--- src/sv/msv_pkg.sv ---
// Shared types and constants for the MIDI-triggered sample voice mixer.
// Depends on nothing; every other file of the block imports it.
package msv_pkg;

  // Sample store: 15-bit address, one byte per entry.
  localparam int unsigned STORE_AW    = 15;
  localparam int unsigned STORE_DEPTH = 32768;

  // Widths of the fixed fields.
  localparam int unsigned OFFSET_W    = 13;
  localparam int unsigned NOTE_W      = 7;
  localparam int unsigned VOICE_IDX_W = 3;
  localparam int unsigned NOTE_MAP_W  = 56;
  localparam int unsigned CFG_DATA_W  = 56;
  localparam int unsigned CHANNEL_W   = 5;

  // Item operation codes.
  typedef enum logic [1:0] {
    OP_MIDI   = 2'd0,
    OP_TICK   = 2'd1,
    OP_SAMPLE = 2'd2,
    OP_LENGTH = 2'd3
  } opcode_t;

  // Configuration register indexes.
  typedef enum logic [0:0] {
    REG_DRUM_CHANNEL = 1'b0,
    REG_NOTE_MAP     = 1'b1
  } reg_index_t;

  // MIDI status byte constants.
  localparam logic [3:0] MIDI_NOTE_ON_HI = 4'h9;

  // Voice restart request from the parser.
  typedef struct packed {
    logic                   fire;
    logic [VOICE_IDX_W-1:0] voice;
    logic [NOTE_W-1:0]      loud;
  } trigger_t;

endpackage

--- src/sv/msv_mix.sv ---
// Shared mix unit: velocity-band scaling, one accumulate per step, and clipping.
// Depends on msv_pkg for the note width.
module msv_mix (
  input  logic                       clk,
  input  logic                       clear,
  input  logic                       add_en,
  input  logic [7:0]                 raw,
  input  logic [msv_pkg::NOTE_W-1:0] loud,
  output logic [7:0]                 level
);
  import msv_pkg::*;

  localparam int unsigned ACC_W = 11;

  logic [3:0]              band;
  logic [2:0]              shift_n;
  logic [8:0]              shifted;
  logic [8:0]              bias;
  logic signed [8:0]       term;
  logic signed [ACC_W-1:0] acc;

  function automatic logic signed [ACC_W-1:0] sig_127();
    return ACC_W'(127);
  endfunction

  assign band = loud[6:3];

  always_comb begin
    shift_n = 3'(band < 4'd14) + 3'(band < 4'd10) + 3'(band < 4'd6) + 3'(band < 4'd2);
    shifted = {1'b0, raw} >> shift_n;
    bias    = 9'd128 >> shift_n;
    term    = signed'(shifted - bias);
  end

  always_ff @(posedge clk) begin
    if (clear) begin
      acc <= '0;
    end else if (add_en) begin
      acc <= acc + ACC_W'(term);
    end
  end

  always_comb begin
    priority if (acc < -ACC_W'(sig_127())) begin
      level = 8'd1;
    end else if (acc > ACC_W'(sig_127())) begin
      level = 8'd255;
    end else begin
      level = 8'(acc + ACC_W'(128));
    end
  end

endmodule

--- config.mk ---
export PLATFORM = sky130hd
export DESIGN_NAME = msv_mix
export DESIGN_NICKNAME = d
export VERILOG_FILES = /design/src/sv/msv_pkg.sv /design/src/sv/msv_mix.sv
export SDC_FILE = /design/constraint.sdc
export NUM_CORES = 1
export LEC_CHECK = 0
export BUFFER_PORTS_ARGS = -buffer_cell sky130_fd_sc_hd__buf_2
export CORE_ASPECT_RATIO = 1.25
export CORE_UTILIZATION = 45
export DETAILED_ROUTE_END_ITERATION = 10
export PLACE_DENSITY_LB_ADDON = 0.1
export SLEW_MARGIN = 20
export SYNTH_ARGS = -nofsm -noshare
export SYNTH_HDL_FRONTEND = slang
export SYNTH_SLANG_ARGS = --single-unit
--- constraint.sdc ---
create_clock -name clk -period 11.48 [get_ports clk]
set_input_delay 2.296 -clock clk [delete_from_list [all_inputs] [get_ports clk]]
set_output_delay 2.296 -clock clk [all_outputs]
set_load 0.01 [all_outputs]
# Yosys cells after proc, flatten, opt, wreduce, memory -nomap -nowiden

Index checks and enable logic that the tools add are counted.

Register bits: 11
Input port bits: 18
Output and inout port bits: 8

Add/sub/neg operators: 6
Order comparisons: 6
Shift operators: 2
Mux-type cells: 2

Operators by type and width:

| operator                                                                         | number |
|---|---|
| 8-bit 2-to-1 mux                                                                 | 2 |
| 11-bit by 9-bit adder with 11-bit output                                         | 1 |
| 11-bit by 8-bit greater-than comparator with 1-bit output, second input constant | 1 |
| 11-bit by 8-bit less-than comparator with 1-bit output, second input constant    | 1 |
| 8-bit by 3-bit >> shifter with 9-bit output                                      | 1 |
| 8-bit by 3-bit >> shifter with 9-bit output, first input constant                | 1 |
| 9-bit subtractor                                                                 | 1 |
| 8-bit adder, second input constant                                               | 1 |
| 4-bit less-than comparator, second input constant                                | 2 |
| 4-bit by 2-bit less-than comparator with 1-bit output, second input constant     | 1 |
| 4-bit by 3-bit less-than comparator with 1-bit output, second input constant     | 1 |
| 2-bit by 1-bit adder with 3-bit output                                           | 1 |
| 3-bit by 1-bit adder with 3-bit output                                           | 1 |
| 1-bit by 1-bit adder with 2-bit output                                           | 1 |

# Depth between registers and ports, before layout

Word-level depth: 7
Mapped depth: 23
Depth with buffers taken out: 22

# Least setup slack after synthesis

No wires, ideal clock.

Path type: input port to flip-flop
Start: input port loud[5] (netlist name)
End: register acc[10]
Setup time: 59 ps
Arrival time: 6,753 ps
Data required time: 11,421 ps
Path slack: 4,668 ps
Stages on the path: 20
Path through: buf_6 -> xor2_1 -> and2_1 -> ha_1 -> nor3b_2 -> mux2_4 -> mux4_2 -> ha_1 -> a21o_1 -> a21oi_1 -> a2bb2oi_1 -> nor2b_1 -> xnor2_1 -> ha_1 -> and3_1 -> a221oi_2 -> o31ai_1 -> xor2_1 -> a211oi_1 -> a31o_1

Cells in the longest elaborated chain, start to end: 7

Ends and longest elaborated chain:

| item                                                           | RTL line                     | source |
|---|---|---|
| start, declared                                                | msv_mix.sv:8                 | `input logic [msv_pkg::NOTE_W-1:0] loud,` |
| 4-bit less-than comparator                                     | msv_mix.sv:29                | `shift_n = 3'(band < 4'd14) + 3'(band < 4'd10) + 3'(band < 4'd6) + 3'(band < 4'd2);` |
| 1-bit by 1-bit adder with 2-bit output                         | msv_mix.sv:29                |  |
| 2-bit by 1-bit adder with 3-bit output                         | msv_mix.sv:29                |  |
| 3-bit by 1-bit adder with 3-bit output *                       | msv_mix.sv:29                |  |
| 8-bit by 3-bit >> shifter with 9-bit output (on tied branches) | msv_mix.sv:30, msv_mix.sv:31 |  |
| 9-bit subtractor *                                             | msv_mix.sv:32                | `term = signed'(shifted - bias);` |
| 11-bit by 9-bit adder with 11-bit output *                     | msv_mix.sv:39                | `acc <= acc + ACC_W'(term);` |
| end signal, assigned                                           | msv_mix.sv:39                |  |
| end, declared                                                  | msv_mix.sv:20                | `logic signed [ACC_W-1:0] acc;` |

Mark *: on every way between the ends. The rest lies on a longest branch, timed or not.
A chain may end at the register's enable or synchronous reset.

# Worst setup path in the final report

Same ends and word-level chain as after synthesis.

==> results_dict.tcl <==
set metrics [dict create \
    cts-buffers-inserted 3 \
    die_w_um 54.7 \
    synth_enable_flop_cells 0 \
    syn-mean-instance-area_um2 8.08 \
    slew_headroom_pct 57.8 \
    endpoint "acc[10]" \
    viasPerCell 5.62 \
    drtIter0Drc 13 \
    cts_tree "built" \
    grt.overflow.total 0 \
    synth_area_um2 1560 \
    wl_per_cell_um 12.7 \
    cts_root_buf "clkbuf_8" \
    gp_congestion 0.879 \
    grt_use_total_pct 20.7 \
    p_leak_nw 0.877 \
    antenna_found_initial 0 \
    reg2reg_setup_slack_ns 9.21 \
    start_kind "input port" \
    reg2regPathDepth 8 \
    placed_area_um2 1680 \
    fin_area_um2 1720 \
    firstDrtPassIters 5 \
    synth-xor-area-share_pct 9.46 \
    required_ns 11.61 \
    regMostFlops "acc" \
    ys.flop_type "dfxtp_1" \
    synthAdderAreaFrac_pct 20.2 \
    diodes 0 \
    crit_path_end_kind "register" \
    path_max_fanout 10 \
    largest_reg_flops 11 \
    timing.setup.tns_ns 0 \
    min_period_ns 7.13 \
    clock-sinks 11 \
    cap_violations 0 \
    drive_gt1_share_pct 15.3 \
    die_h_um 67.8 \
    core_area_um2 3250 \
    post-route-drc-count 0 \
    ir_worst_vdd_v 0.000121 \
    critPathArrivalTime_ns 7.27 \
    finalNetCount 258 \
    tightest_slew_ns 0.630 \
    cts.clk_slew.worst_paths_ns 0.05 \
    grt_start_max_net_pins 17 \
    utilization_pct 53.0 \
    routed_wl_mm 3.21 \
    fin_crit_sh_pct 62.1 \
    grt_pass1_vias 1380 \
    clk_path_buf_depth 2 \
    vias 1415 \
    fmax_mhz 140 \
    cts_resized 0 \
    fillers 340 \
    yosysUniqueCellTypes 49 \
    final-setup-viol-count 0 \
    rr_endpoint "acc[10]" \
    hold_path_class "register to register" \
    clk_latency_ns 0.24 \
    ys_async_sr_fraction_pct 0 \
    slew_violations 0 \
    syn_to_final_growth_pct 10.4 \
    synth_compound_area_share_pct 21.7 \
    initial_core_util_pct 48.0 \
    grt_pass1_wl_mm 5.75 \
    final_common_cell "nand2_1" \
    reg_top3 "acc: 11 flops" \
    final-hold-violation-count 0 \
    ant_nets 0 \
    startpoint "loud[5]" \
    rows 23 \
    p_per_area_nw_per_um2 212 \
    post_cts_buffers 0 \
    postCtsHoldBufs 0 \
    numPortBuffers 21 \
    r2r_start "acc[0]" \
    synth_top_family_by_area "simple AND/OR/NAND/NOR gates" \
    critPathKind "input port to register" \
    syn_inst 193 \
    ys_warn_count 0 \
    synthSimpleGateAreaFrac_pct 22.3 \
    clock_skew_ns 0.00128 \
    status "complete, no violations" \
    yosysSeqAreaShare_pct 14.1 \
    dpl.hpwl_mm 2.72 \
    htreeDepth 1 \
    final_cell_mix "nand2_1 (27), ha_1 (22), buf_2 (21)" \
    rsz0062_at_grt "no" \
    ioPinCount 26 \
    fp.dieArea_um2 3710 \
    ys_seq_elements 11 \
    synth.area.mux_share_pct 8.18 \
]
[cells by family after synthesis]
| logic type | Yosys count |
|---|---|
| AOI/OAI and AO/OA | 49 |
| xor gates and xnor gates | 16 |
| adders and majority gates | 24 |
| buffers and inverters | 9 |
| DFF | 11 |
| muxes | 11 |
| other | 2 |
| and+or+nand+nor | 71 |
[cell usage after synthesis, types with 3 or more instances]
| library cell | instances | area share (%) |
|---|---|---|
| a21oi_1 | 12 | 3.8 |
| nand2_1 | 27 | 6.5 |
| nor2_1 | 16 | 3.8 |
| a21o_1 | 15 | 7.2 |
| xnor2_1 | 8 | 4.5 |
| a31oi_1 | 3 | 1.2 |
| dfxtp_1 | 11 | 14 |
| buf_6 | 3 | 2.2 |
| nor3_1 | 4 | 1.3 |
| inv_1 | 4 | 0.96 |
| nand2b_1 | 3 | 1.2 |
| ha_1 | 22 | 18 |
| mux2i_1 | 9 | 5.8 |
| xor2_1 | 7 | 3.9 |
| o22ai_1 | 4 | 1.6 |
| and2_1 | 3 | 1.2 |
| nand3_1 | 3 | 0.96 |
[worst max-delay path, stage by stage]
cell	delay [ns]
buf_2	0.16
xor2_1	0.27
and2_1	0.23
ha_1	0.22
nor3b_2	0.56
mux2_4	0.36
mux4_2	0.51
ha_1	0.22
a21o_1	0.16
a21oi_1	0.22
a2bb2oi_1	0.25
nor2b_1	0.18
xnor2_1	0.17
ha_1	0.30
and3_1	0.19
a221oi_2	0.33
o31ai_1	0.14
xor2_1	0.21
a211oi_1	0.10
a31o_1	0.19
[per-stage QoR]
step                cells  hold WS, ns  power [mW]  setup WS, ns
global route          252        0.587       0.407          3.95
global placement      248        0.521       0.315          4.17
CTS                   252        0.532       0.367          4.31
detailed placement    248        0.529       0.327          4.07
floorplan             195        0.492       0.269          4.67
finish                252        0.534       0.364          4.35
[report_power, final]
group	switching (mW)	internal, mW	leakage, nW
sequential	0.0145	0.0510	0.0909
combinational	0.137	0.123	0.763
clock	0.0145	0.0244	0.0228
[routing by layer]
| metal | up-vias | track usage (%) | share of wire (%) | wire length, um |
|---|---|---|---|---|
| met2 | 32 | 38.3 | 52 | 1670 |
| li1 | 739 | - | - | - |
| met1 | 633 | 22.6 | 42 | 1360 |
| met3 | 11 | 0.889 | 2.5 | 80 |
| met5 | - | 0 | 0 | 0 |
| met4 | 0 | 11.5 | 3.1 | 100 |
[worst min-delay path by stage]
stage / startpoint / to / slack [ns] / cells after the start
2_1_floorplan: acc[2] / acc[2] / 0.49 / 2
3_3_place_gp: acc[2] / acc[2] / 0.52 / 2
3_5_place_dp: acc[2] / acc[2] / 0.53 / 2
4_1_cts: acc[2] / acc[2] / 0.53 / 2
5_1_grt: acc[7] / acc[7] / 0.59 / 2
6_report: acc[2] / acc[2] / 0.53 / 2
[cell type report]
cell class	count	area (um2)	area share (%)
Tap cell	37	46.3	2.69
Inverter	4	15.0	0.871
Timing Repair Buffer	21	105	6.10
Multi-Input combinational cell	175	1290	74.9
Clock buffer	4	45.0	2.61
Sequential cell	11	220	12.8
No activity file was read; power rests on OpenSTA's default activity.
