## src/sv/msv_pkg.sv

```systemverilog
// Shared types and constants for the MIDI-triggered sample voice mixer.
// Depends on nothing; every other file of the block imports it.
package msv_pkg;

  // Sample store: 15-bit address, one byte per entry.
  localparam int unsigned STORE_AW    = 15;
  localparam int unsigned STORE_DEPTH = 32768;

  // Widths of the fixed fields.
  localparam int unsigned OFFSET_W    = 13;
  localparam int unsigned NOTE_W      = 7;
  localparam int unsigned VOICE_IDX_W = 3;
  localparam int unsigned NOTE_MAP_W  = 56;
  localparam int unsigned CFG_DATA_W  = 56;
  localparam int unsigned CHANNEL_W   = 5;

  // Item operation codes.
  typedef enum logic [1:0] {
    OP_MIDI   = 2'd0,
    OP_TICK   = 2'd1,
    OP_SAMPLE = 2'd2,
    OP_LENGTH = 2'd3
  } opcode_t;

  // Configuration register indexes.
  typedef enum logic [0:0] {
    REG_DRUM_CHANNEL = 1'b0,
    REG_NOTE_MAP     = 1'b1
  } reg_index_t;

  // MIDI status byte constants.
  localparam logic [3:0] MIDI_NOTE_ON_HI = 4'h9;

  // Voice restart request from the parser.
  typedef struct packed {
    logic                   fire;
    logic [VOICE_IDX_W-1:0] voice;
    logic [NOTE_W-1:0]      loud;
  } trigger_t;

endpackage

```

## src/sv/msv_parser.sv

```systemverilog
// MIDI Note On parser with running status and the note-to-voice match.
// Depends on msv_pkg for the trigger struct and field widths.
module msv_parser #(
  parameter int unsigned NUM_VOICES = 8
) (
  input  logic                              clk,
  input  logic                              rst,
  input  logic                              byte_en,
  input  logic [7:0]                        midi_byte,
  input  logic [msv_pkg::CHANNEL_W-1:0]     drum_channel,
  input  logic [msv_pkg::NOTE_MAP_W-1:0]    note_map,
  output msv_pkg::trigger_t                 trig
);
  import msv_pkg::*;

  typedef enum logic [2:0] {
    PH_IDLE = 3'b001,
    PH_NOTE = 3'b010,
    PH_VEL  = 3'b100
  } phase_t;

  phase_t                  phase;
  phase_t                  phase_next;
  logic [NOTE_W-1:0]       held_note;
  logic [CHANNEL_W-1:0]    chan;
  logic                    hit;
  logic [VOICE_IDX_W-1:0]  hit_voice;

  assign chan = {1'b0, midi_byte[3:0]} + CHANNEL_W'(1);

  // First voice, lowest index first, whose mapped note equals the held note.
  always_comb begin
    hit       = 1'b0;
    hit_voice = '0;
    for (int k = NUM_VOICES - 1; k >= 0; k--) begin
      if (note_map[NOTE_W*k +: NOTE_W] == held_note) begin
        hit       = 1'b1;
        hit_voice = VOICE_IDX_W'(k);
      end
    end
  end

  always_comb begin
    phase_next = phase;
    if (midi_byte[7]) begin
      if (midi_byte[7:4] == MIDI_NOTE_ON_HI && chan == drum_channel) begin
        phase_next = PH_NOTE;
      end else begin
        phase_next = PH_IDLE;
      end
    end else begin
      unique case (phase)
        PH_NOTE: phase_next = PH_VEL;
        PH_VEL:  phase_next = PH_NOTE;
        default: phase_next = phase;
      endcase
    end
  end

  assign trig.fire  = byte_en && !midi_byte[7] && (phase == PH_VEL) && hit &&
                      (midi_byte[6:0] != '0);
  assign trig.voice = hit_voice;
  assign trig.loud  = midi_byte[6:0];

  always_ff @(posedge clk) begin
    if (rst) begin
      phase     <= PH_IDLE;
      held_note <= '0;
    end else if (byte_en) begin
      phase <= phase_next;
      if (!midi_byte[7] && phase == PH_NOTE) begin
        held_note <= midi_byte[6:0];
      end
    end
  end

endmodule

```

## config.mk

```make
export PLATFORM = sky130hd
export DESIGN_NAME = msv_parser
export DESIGN_NICKNAME = d
export VERILOG_FILES = /design/src/sv/msv_pkg.sv /design/src/sv/msv_parser.sv
export SDC_FILE = /design/constraint.sdc
export NUM_CORES = 1
export LEC_CHECK = 0
export ABC_AREA = 1
export ABC_CLOCK_PERIOD_IN_PS = 2800
export BUFFER_PORTS_ARGS = -buffer_cell sky130_fd_sc_hd__buf_2
export CELL_PAD_IN_SITES_DETAIL_PLACEMENT = 1
export CELL_PAD_IN_SITES_GLOBAL_PLACEMENT = 1
export CORE_MARGIN = 1
export CORE_UTILIZATION = 31
export CTS_BUF_LIST = sky130_fd_sc_hd__clkbuf_4 sky130_fd_sc_hd__clkbuf_8 sky130_fd_sc_hd__clkbuf_16
export DETAILED_ROUTE_END_ITERATION = 7
export PLACE_DENSITY_LB_ADDON = 0.1
export SLEW_MARGIN = 40
export SYNTH_ARGS = -nofsm -noshare
export SYNTH_HDL_FRONTEND = slang
export SYNTH_SLANG_ARGS = --single-unit
```

## constraint.sdc

```tcl
create_clock -name clk -period 2.8 [get_ports clk]
set_input_delay 0.28 -clock clk [delete_from_list [all_inputs] [get_ports clk]]
set_output_delay 0.28 -clock clk [all_outputs]
set_load 0.02 [all_outputs]
```

---- After elaboration in Yosys (flattened, before gate mapping) ----
Index checks and enable logic that the tools add are counted.
cells by class
  reductions and logical operators ........ 11
  equality and inequality tests ........... 12
  add/subtract/negate cells ............... 1
  muxes and demuxes ....................... 19
operators with widths
  operator                                       number
  == test 7 bit                                  8
  2-to-1 mux 3 bit                               9
  2-to-1 mux 1 bit                               8
  nonzero test 7 bit                             1
  logical AND 1 bit                              6
  one-hot mux 3 bit (2 select lines)             1
  adder 4 x 1 -> 5 bit, second input constant    1
  == test 5 bit                                  1
  == test 4 bit, second input constant           1
  AND reduction 2 bit                            2
  == test 3 x 2 -> 1 bit, second input constant  1
  == test 3 bit, second input constant           1
  nonzero test 3 bit                             1
  2-to-1 mux 2 bit                               1
  logical NOT 1 bit                              1
word-level totals
  logic and storage cells ................. 45
  register bits ........................... 10
  input port bits ......................... 72

---- Longest topological paths before layout ----
  depth in word-level cells ............... 11
  gate-level depth with buffers ........... 13
  mapped depth without buffers ............ 12

---- Worst setup path after synthesis ----
No wires, ideal clock.
  path type ............................... reg-to-output
  start ................................... register held_note[0]
  end ..................................... output port trig[10] (netlist name)
  arrival ................................. 1.362 ns
  buffers on the path ..................... 1
  stages on the path, launching flop included .. 9
  slack ................................... 1.158 ns
  cells stage by stage .................... dfxtp_1 buf_6 or2_0 a21oi_1 nand3_1 and2_4 nand2_2 nor2_1 nor2_1
RTL lines
  what                      line              RTL
  start: declaration        msv_parser.sv:24  logic [NOTE_W-1:0] held_note;
  start signal: assignment  msv_parser.sv:72  held_note <= midi_byte[6:0];
  end: declaration          msv_parser.sv:12  output msv_pkg::trigger_t trig

==> impl_metrics.csv <==
group,metric,value,unit
power,p_switching,0.1353,mW
route,via_per_inst,4.585,
synth,synth_cell_types,30,
placed_design,place_congestion,0.8053,
synth,synth_area_per_cell,6.494,µm²
status,violations,"DRC",
run,maxCapViolCount,0,
cts,cts_tree,"built",
finish,post-route-cell-area,1862,µm²
status,status,"finished with violations",
sta,slew_violations,0,
cts,numCtsBuffers,3,
sta,skew,0.002103,ns
cts,cts_resized,0,
route,wl_per_cell,11.61,µm
synth,syn-cell-area,1468,µm²
synth,synth_seq_cells,10,
finish,finalNetCount,372,
power,netSwitchingFraction,27.90,%
sta,layout_min_cycle_time,2.181,ns
route,routed_wl,4052,µm
cts,htree_levels,1,
die,dieArea,5013,µm²
setup_path,endpoint_kind,"primary output",
die,placementRows,24,
power,clkPwrFrac,36.2,%
grt,grt_pass1_vias,1551,
power,power.internal,0.3496,mW
grt,grt_use_total,16.59,%
finish,diodes,0,
cts,cts_setup_buffers,0,
die,die_w,70.81,µm
setup_path,crit_required,2.52,ns
cts,cts_sinks,10,
synth,ys_seq_area_share,13.64,%
setup_path,crit_type,"register to primary output",
sta,worstMarginPinSlew,0.4840,ns
power,max-vdd-ir-drop,162.5,µV
placed_design,dpl_cell_area,1807,µm²
placed_design,numPortBuffers,82,
cts,clk_pin_slew,0.05,ns
route,dr.pass1.iters,6,
die,core_area,4444,µm²
min_path,hold_path_class,"input port to register",
power,p_seq_share,30.6,%
route,ant_nets,0,
die,num_io_pins,83,
grt,overflow,0,
sta,layout_worst_path_cycle_share,77.89,%
finish,drive_above_1_share,33.00,%
setup_path,start_kind,"register",
power,leakage,0.9843,nW
synth,ys_warn_count,0,
route,drt_iter0_drc,41,
setup_path,path_max_fanout,9,
cts,cts_root_buffer,"clkbuf_8",
sta,finalSetupTns,0,ns
synth,syn_inst,226,
finish,syn2layout_area_growth,26.85,%
setup_path,critPathArrivalTime,1.90,ns
power,combPwrFrac,33.2,%
sta,rsz0062_at_grt,"no",
grt,grt_pass1_wl,6748,µm
route,vias,1600,
synth,syn_nets,300,
sta,slew-limit-headroom,67.69,%
sta,setup_violations,0,
cts,cts_buffer_depth,2,
sta,hold_viol_final,0,
power,power_density,260.5,nW/µm²
grt,grt_max_degree,16,
die,fp.dieH,70.81,µm
route,drcViolationCount,18,
cts,clkLatencyLatePin,0.23,ns
placed_design,dp_hpwl,3555,µm
die,initial_core_util,33.02,%
cts,hold_buffers,0,
grt,grt_antenna_before_repair,0,
sta,clock.fmax,458.5,MHz
## Yosys cell counts
| cell type | instances | area [µm²] |
|---|---|---|
| buf_4 | 7 | 52.55 |
| buf_6 | 7 | 78.83 |
| dfxtp_1 | 10 | 200.2 |
| nand4_1 | 5 | 31.28 |
| a21boi_1 | 1 | 7.510 |
| and2_1 | 1 | 6.260 |
| nand2_2 | 1 | 6.260 |
| xor2_1 | 23 | 201.4 |
| ha_1 | 2 | 25.02 |
| nor3_2 | 1 | 10.01 |
| o311ai_0 | 1 | 8.760 |
| xnor2_1 | 28 | 245.2 |
| and2_4 | 1 | 8.760 |
| inv_2 | 6 | 22.52 |
| or2_1 | 1 | 6.260 |
| nand3_1 | 8 | 40.04 |
| a21oi_2 | 1 | 8.760 |
| nor2_2 | 1 | 6.260 |
| buf_2 | 1 | 5.000 |
| or2_0 | 1 | 6.260 |
| o21ai_1 | 2 | 10.01 |
| nor3_1 | 4 | 20.02 |
| or2_2 | 1 | 6.260 |
| a21oi_1 | 14 | 70.07 |
| nand3b_1 | 1 | 7.510 |
| o21a_1 | 1 | 7.510 |
| nand2_1 | 51 | 191.4 |
| o21ai_0 | 7 | 35.03 |
| nor2_1 | 17 | 63.81 |
| inv_1 | 21 | 78.83 |
## cell families (layout without fill, tap and decap cells)
group / Yosys count / after routing / share of synthesized area [%]
adder cells (fa/ha/maj): 2 / 2 / 1.705
buffers and inverters: 42 / 113 / 16.20
XOR/XNOR: 51 / 51 / 30.43
AND/OR/NAND/NOR: 94 / 94 / 27.96
AO/OA/AOI/OAI: 27 / 27 / 10.06
flip-flops: 10 / 10 / 13.64
## sequential cells by signal (all words and copies together), names as in the netlist
register / count
held_note: 7
phase: 3
## placed cells by master (no fill, tap or decap), drive strengths merged
cell type | synthesis | final
nand2 | 52 | 52
inv | 27 | 27
xor2 | 23 | 23
o311ai | 1 | 1
nor2 | 18 | 18
dfxtp | 10 | 10
o21ai | 9 | 9
nand4 | 5 | 5
a21oi | 15 | 15
buf | 15 | 82
ha | 2 | 2
a21boi | 1 | 1
nor3 | 5 | 5
nand3 | 8 | 8
and2 | 2 | 2
clkbuf | 0 | 4
nand3b | 1 | 1
o21a | 1 | 1
xnor2 | 28 | 28
or2 | 3 | 3
## worst paths after layout
path / slack, ns / to / from / cells past startpoint
worst max-delay path: 0.62 / trig[10] / held_note[3] / 10
worst max register to register: 1.53 / phase[1] / phase[2] / 7
worst min register to register: 0.47 / phase[2] / phase[2] / 2
worst min-delay path: 0.25 / phase[2] / rst / 2
## stage by stage
stage                     utilization, %  power (mW)  hold slack [ns]  setup WS (ns)  cells
after floorplan                        -      0.2394           0.3491          1.158    226
after global placement             40.65      0.3131           0.4518         0.8424    345
after detailed placement           40.65      0.3143           0.4617         0.8413    345
after CTS                          41.89      0.4947           0.2354         0.5866    349
after global routing               41.89      0.5178           0.2503         0.3216    349
final                              41.89      0.4850           0.2452         0.6192    349
## area by class of cell
class	instances	area (µm²)
Inverter	27	101.3
Multi-Input combinational cell	174	1030
Clock buffer	4	55.05
Timing Repair Buffer	82	410.4
Fill cell	618	2582
Tap cell	52	65.06
Sequential cell	10	200.2
## worst max-delay path: stages (launching register included)
cell and delay [ns]:
dfxtp_1 0.62, inv_2 0.09, nand2_1 0.07, nand2_1 0.05
nand3_1 0.11, nor2_2 0.05, a21oi_1 0.23, nand2_1 0.08
nor2_1 0.15, nor2_1 0.06, buf_2 0.17
## metal layers
layer | up-vias | global-route usage [%] | part of all wire [%]
li1 | 833 | - | -
met1 | 706 | 19.78 | 43
met2 | 59 | 31.94 | 50
met3 | 2 | 1.709 | 7.1
met4 | 0 | 3.333 | 0.52
met5 | - | 0 | 0
## power groups by stage
stage / Sequential [mW] / Combinational (mW) / Clock (mW)
after floorplan: 0.149 / 0.0904 / 0
after global placement: 0.151 / 0.162 / 0
after detailed placement: 0.151 / 0.163 / 0
after CTS: 0.148 / 0.164 / 0.182
after global routing: 0.149 / 0.181 / 0.188
final: 0.148 / 0.161 / 0.176
No activity file was read; power rests on OpenSTA's default activity.
